==> src/rtl/papc_pkg.sv <==
// Shared types and constants for the pointer acceleration curve block.
// No dependencies.
package papc_pkg;
    localparam int SPEED_W = 16;
    localparam int OUT_W   = 19;
    localparam int DIV_W   = 16;
    localparam int MODE_W  = 3;
    localparam int REG_IDX_W = 3;
    localparam int CFG_W   = 16;

    localparam logic [MODE_W-1:0] MODE_LINEAR     = 3'd1;
    localparam logic [MODE_W-1:0] MODE_MILD       = 3'd2;
    localparam logic [MODE_W-1:0] MODE_MODERATE   = 3'd3;
    localparam logic [MODE_W-1:0] MODE_STRONG     = 3'd4;
    localparam logic [MODE_W-1:0] MODE_AGGRESSIVE = 3'd5;

    localparam logic [REG_IDX_W-1:0] REG_CURVE_MODE = 3'd0;
    localparam logic [REG_IDX_W-1:0] REG_MILD_SQ    = 3'd1;
    localparam logic [REG_IDX_W-1:0] REG_MOD_SQ     = 3'd2;
    localparam logic [REG_IDX_W-1:0] REG_MOD_CB     = 3'd3;
    localparam logic [REG_IDX_W-1:0] REG_STR_SQ     = 3'd4;
    localparam logic [REG_IDX_W-1:0] REG_STR_CB     = 3'd5;
    localparam logic [REG_IDX_W-1:0] REG_AGG_SQ     = 3'd6;
    localparam logic [REG_IDX_W-1:0] REG_AGG_CB     = 3'd7;

    // work item handed from the classifier to the evaluator
    typedef struct packed {
        logic [SPEED_W-1:0] t;       // clamped speed
        logic [DIV_W-1:0]   dq;      // square divisor, nonzero
        logic [DIV_W-1:0]   dc;      // cube divisor, nonzero
        logic               use_sq;  // add t^2/dq
        logic               use_cb;  // add t^3/dc
        logic               use_t;   // add t
        logic [2:0]         mult;    // ceiling = mult * N
    } t_job;
endpackage

==> src/rtl/papc_front.sv <==
// Front end: clamps speed, decodes mode, picks divisors into a job.
// Depends on papc_pkg.
module papc_front import papc_pkg::*; #(
    parameter int SPEED_FULL_SCALE = 1000,
    parameter int FALLBACK_DIVISOR = 1000
) (
    input  logic               i_clk,
    input  logic               i_rst_n,
    input  logic               i_cfg_we,
    input  logic [REG_IDX_W-1:0] i_cfg_idx,
    input  logic [CFG_W-1:0]   i_cfg_data,
    input  logic [SPEED_W-1:0] i_speed,
    output t_job               o_job
);
    localparam logic [SPEED_W-1:0] FULL = SPEED_W'(SPEED_FULL_SCALE);
    localparam logic [DIV_W-1:0] FB_DIV =
        (FALLBACK_DIVISOR == 0) ? DIV_W'(1) : DIV_W'(FALLBACK_DIVISOR);

    logic [MODE_W-1:0] r_mode;
    logic [DIV_W-1:0]  r_div [1:7];

    always_ff @(posedge i_clk) begin
        if (!i_rst_n) begin
            r_mode <= MODE_LINEAR;
            for (int k = 1; k < 8; k++) r_div[k] <= DIV_W'(1000);
        end else if (i_cfg_we) begin
            if (i_cfg_idx == REG_CURVE_MODE) r_mode <= i_cfg_data[MODE_W-1:0];
            else r_div[i_cfg_idx] <= i_cfg_data;
        end
    end

    function automatic logic [DIV_W-1:0] nz(input logic [DIV_W-1:0] d);
        return (d == '0) ? DIV_W'(1) : d;
    endfunction

    always_comb begin
        o_job.t      = (i_speed > FULL) ? FULL : i_speed;
        o_job.dq     = FB_DIV;
        o_job.dc     = DIV_W'(1);
        o_job.use_sq = 1'b1;
        o_job.use_cb = 1'b0;
        o_job.use_t  = 1'b0;
        o_job.mult   = 3'd1;
        unique case (r_mode)
            MODE_LINEAR: begin
                o_job.use_sq = 1'b0;
                o_job.use_t  = 1'b1;
            end
            MODE_MILD: begin
                o_job.dq = nz(r_div[REG_MILD_SQ]);
                o_job.use_t = 1'b1;
                o_job.mult = 3'd2;
            end
            MODE_MODERATE: begin
                o_job.dq = nz(r_div[REG_MOD_SQ]);
                o_job.dc = nz(r_div[REG_MOD_CB]);
                o_job.use_t = 1'b1; o_job.use_cb = 1'b1; o_job.mult = 3'd3;
            end
            MODE_STRONG: begin
                o_job.dq = nz(r_div[REG_STR_SQ]);
                o_job.dc = nz(r_div[REG_STR_CB]);
                o_job.use_t = 1'b1; o_job.use_cb = 1'b1; o_job.mult = 3'd4;
            end
            MODE_AGGRESSIVE: begin
                o_job.dq = nz(r_div[REG_AGG_SQ]);
                o_job.dc = nz(r_div[REG_AGG_CB]);
                o_job.use_t = 1'b1; o_job.use_cb = 1'b1; o_job.mult = 3'd5;
            end
            default: ;
        endcase
    end
endmodule

==> config.mk <==
export PLATFORM = sky130hd
export DESIGN_NAME = papc_front
export DESIGN_NICKNAME = d
export VERILOG_FILES = /design/src/rtl/papc_pkg.sv /design/src/rtl/papc_front.sv
export SDC_FILE = /design/constraint.sdc
export NUM_CORES = 1
export LEC_CHECK = 0
export ABC_AREA = 0
export BUFFER_PORTS_ARGS = -buffer_cell sky130_fd_sc_hd__buf_2
export CAP_MARGIN = 0
export CORE_ASPECT_RATIO = 0.5
export CORE_UTILIZATION = 30
export DETAILED_ROUTE_END_ITERATION = 8
export GPL_TIMING_DRIVEN = 0
export PLACE_DENSITY = 0.52
export SLEW_MARGIN = 20
export SYNTH_ARGS = -nofsm -noshare
export SYNTH_HDL_FRONTEND = slang
export SYNTH_SLANG_ARGS = --single-unit
==> constraint.sdc <==
create_clock -name i_clk -period 2.9 [get_ports i_clk]
set_input_delay 0.435 -clock i_clk [delete_from_list [all_inputs] [get_ports i_clk]]
set_output_delay 0.435 -clock i_clk [all_outputs]
set_load 0.005 [all_outputs]
* Yosys cells after proc, flatten, opt, wreduce, memory -nomap -nowiden
Memories as Yosys holds them, arrays and structs flattened. Index checks and enable logic that the tools add are counted. Widths: inputs -> output; s select.
Word-level totals: word-level logic and storage cells 42, memories kept 1, memory bits (writable) 112, output and inout port bits 54, register bits after elaboration 3, input port bits 38
Operators by class: $lt $le $gt $ge 1, multiplexer cells 22, reductions and logical operators 12, equal/unequal tests 5
Memories:
- r_div | words 7, width 16, read ports 7, clocked after memory_dff 0, write ports 7, line papc_front.sv:20 | logic [DIV_W-1:0] r_div [1:7];
Operator list (number):
- $mux 16 | 9
- $logic_not 16->1 | 7
- $pmux 16 s4 | 1
- $pmux 16 s3 | 1
- $gt 16x10->1 const B | 1
- $reduce_or 16->1 | 1
- $pmux 3 s4 | 1
- $mux 1 | 9
- $eq 3x2->1 const B | 2
- $eq 3x3->1 const B | 2
- $reduce_or 5->1 | 1
- $eq 3x1->1 const B | 1
- $logic_not 3->1 | 1
- $mux 3 | 1
- $reduce_or 3->1 | 1
- $reduce_and 2->1 | 1

* Logic depth before layout (Yosys ltp)
depth after elaboration 7, gate-level depth with buffers 7, gate-level depth less buffers 4

* Least setup slack after synthesis
No wires, ideal clock.
kind in2reg, from input i_cfg_idx[2], to memory r_div[1][0] (enable), required time 2.489 ns, path buffers 1, stages 3, setup time 0.411 ns, path slack 0.439 ns, data arrival time 2.050 ns, cell sequence nand3b_1 > clkbuf_1 > o21ai_0
RTL lines:
- start: declaration | line papc_front.sv:10 | input logic [REG_IDX_W-1:0] i_cfg_idx,
- end: declaration | line papc_front.sv:20

==> impl_metrics.toml <==
[run_status]
outcome = "finished, final reports clean"

[routing]
drc_errors = 0
routed-wl-met2_mm = 7.86
dr.pass1.iters = 5
top_layer_used = "met4"
vias = 4177
drt_wl_total_mm = 16.7
wl_met3_um = 957
ant_nets = 0
vias_per_cell = 4.97
post_drt_wl_per_cell_um = 19.9
drt_iter0_markers = 323
wl_met1_mm = 7.68

[pwr]
pwr-share-seq_pct = 48.1
power.density_mw_per_mm2 = 587
power.net_switching_w = 0.000952
p_leak_nw = 2.48
clkPwrFrac_pct = 45.4
p_int_w = 0.00319
vdd_drop_max_mv = 0.436
switching_share_pct = 23.0
comb_power_share_pct = 6.5

[yosys]
synth-simple-area-share_pct = 21.7
synth_mux_area_share_pct = 4.53
synth_cell_types = 40
synth_top_family_by_area = "simple AND/OR/NAND/NOR gates"
synth_seq_cells = 115
yosys-top-cells-count = "edfxtp_1, and2_1, a22oi_1"
synthFlopType = "edfxtp_1"
avgSynthCellArea_um2 = 12.5
synth-adder-area-share_pct = 0.663
synth_top_area_share_pct = 59.4
synth_top_area_cell = "edfxtp_1"
synth_cells = 454
synth_warnings = 0
synthArstFlopShare_pct = 0
yosysMostFrequentCell = "edfxtp_1"
synthTopCellsByArea = "edfxtp_1, and2_1, a22oi_1, mux2_2, or3_1"
syn-cell-area_mm2 = 0.00566
synth_xor_area_share_pct = 0
ys_seq_area_share_pct = 60.5
synth_compound_area_share_pct = 9.20
synth_edf_count = 112

[setup_path]
required_ns = 2.47
reg2reg_to = "r_mode[0]"
cp-start-kind = "flop"
cp_data_arrival_time_ns = 2.22
r2r_cells = 4
path_class = "reg -> out"
crit_fanout = 10
r2r_start = "r_mode[0]"
regToRegSetupSlack_ns = 1.70
endpoint_kind = "output pin"

[cts]
cts.htree.levels = 4
cts_buffer_depth = 2
clk_pin_slew_ns = 0.06
numCtsBuffers = 17
cts_root_buf = "clkbuf_16"
cts.sinks = 115
cts_tree = "done"
cts_hold_buffers = 0
clk_latency_ns = 0.41

[floorplan]
die-width_um = 196
die_h_um = 99.1
dieArea_mm2 = 0.0195
rows = 35
io_pins = 92
start_util_pct = 30.7
core_area_mm2 = 0.0184

[grt]
grt_max_degree = 17
grt_pass1_vias = 4079
grt_pass1_wl_mm = 24.7
grtUsageTotal_pct = 17.9
gr-total-overflow = 0
antenna_found_initial = 0

[sta]
period_share_pct = 91.5
final_hold_viol_count = 0
max-slew-margin-rel_pct = 42.3
finalClockSkew_ns = 0
worst_hold_slack_ns = 0.413
fmax_mhz = 377
worst_pin_slew_ns = 0.862
setup_viol = 0
slew_violations = 0
rsz0062_at_grt = "false"
min_period_ns = 2.65

[worst_hold_path]
hold_end = "r_div[4][14]"
hold_depth = 2
hold_path_class = "in -> reg"
hold_path.startpoint = "i_cfg_data[14]"

[finish]
fillers = 1757
num_antenna_cells = 0
drive_above_1_share_pct = 29.9
num-nets-final = 609
final_core_util_pct = 38.3
final_area_mm2 = 0.00706
syn_to_final_growth_pct = 24.7

[placed_design]
dp_hpwl_mm = 12.1
postPlaceCellArea_mm2 = 0.00653
numPortBuffers = 85
gp_congestion = 0.896

[run]
drv_cap = 0
-- metrics by stage --
step / setup WS (ns) / power [W] / std cells / TNS (ns)
floorplan: 0.439 / 0.00213 / 459 / 0
global placement: -0.698 / 0.00228 / 803 / -50.02
detailed placement: 0.329 / 0.00229 / 809 / 0
CTS: 0.0545 / 0.00417 / 841 / 0
global route: 0.148 / 0.00426 / 840 / 0
finish: 0.246 / 0.00414 / 840 / 0
-- routing by layer --
| metal | up-vias | global-route usage, % |
|---|---|---|
| met4 | 0 | 5.77 |
| li1 | 1952 | - |
| met1 | 2070 | 24.1 |
| met2 | 138 | 28.8 |
| met3 | 17 | 3.76 |
| met5 | - | 0 |
-- cells in the final DEF, fill, tap and decap left out, drive strengths merged, types with 2 or more instances in the layout --
cell type,instances
edfxtp,112
buf,109
and2,75
a22oi,41
or3,37
clkbuf,29
nor2,26
nor4,22
mux2,21
a21oi,18
nand2b,11
nand2,10
nor3,10
clkinv,10
a41o,6
o21ai,6
conb,6
or2,5
inv,3
nor2b,3
ha,3
dfxtp,3
mux2i,2
clkinvlp,2
nand3,2
-- sequential cells by signal (all words and copies together), names as in the netlist --
name    count
r_mode      3
r_div     112
-- logic make-up (layout without fill, tap and decap cells) --
logic type,Yosys count,in the layout
and+or+nand+nor,205,205
buffers and inverters,32,154
other,1,6
DFF,115,115
AOI/OAI and AO/OA,75,75
muxes,23,23
adders and majority gates,3,3
-- layout make-up --
class                           instances  area, um^2  share of cell area [%]
Sequential cell                       115        3420                    48.5
Multi-Input combinational cell        312        2090                    29.6
Timing Repair Buffer                   91         508                    7.20
Clock buffer                           19         433                    6.13
Tap cell                              259         324                    4.59
Buffer                                 28         178                    2.52
Clock inverter                         13        93.8                    1.33
Inverter                                3        11.3                   0.160
-- how the worst max path moves through the flow --
stage	from	end	slack [ns]	depth (start not counted)
2_1_floorplan	i_cfg_idx[2]	r_div[1][0]	0.44	3
3_3_place_gp	i_cfg_idx[2]	r_div[3][12]	-0.70	4
3_5_place_dp	i_rst_n	r_div[4][15]	0.33	4
4_1_cts	r_mode[1]	o_job[32]	0.05	6
5_1_grt	r_mode[2]	o_job[34]	0.15	6
6_report	r_mode[1]	o_job[33]	0.25	5
-- power by group through the flow --
stage	clock, W	combinational, W	sequential (W)
2_1_floorplan	0	0.000135	0.00200
3_3_place_gp	0	0.000250	0.00203
3_5_place_dp	0	0.000271	0.00202
4_1_cts	0.00190	0.000272	0.00199
5_1_grt	0.00197	0.000293	0.00200
6_report	0.00188	0.000270	0.00199
-- worst max-delay path, cell delays in order, from the launching register on --
cell	delay [ns]
dfxtp_1	0.44
inv_1	0.16
ha_1	0.60
buf_2	0.35
a21oi_1	0.11
buf_2	0.15
-- timing repair --
item | CTS | global route
resized for setup | 1 | 0
endpoints found under the hold margin | 0 | 0
setup endpoints to repair | 10 | 2
setup buffers | 0 | 0
No activity file was read; power rests on OpenSTA's default activity.
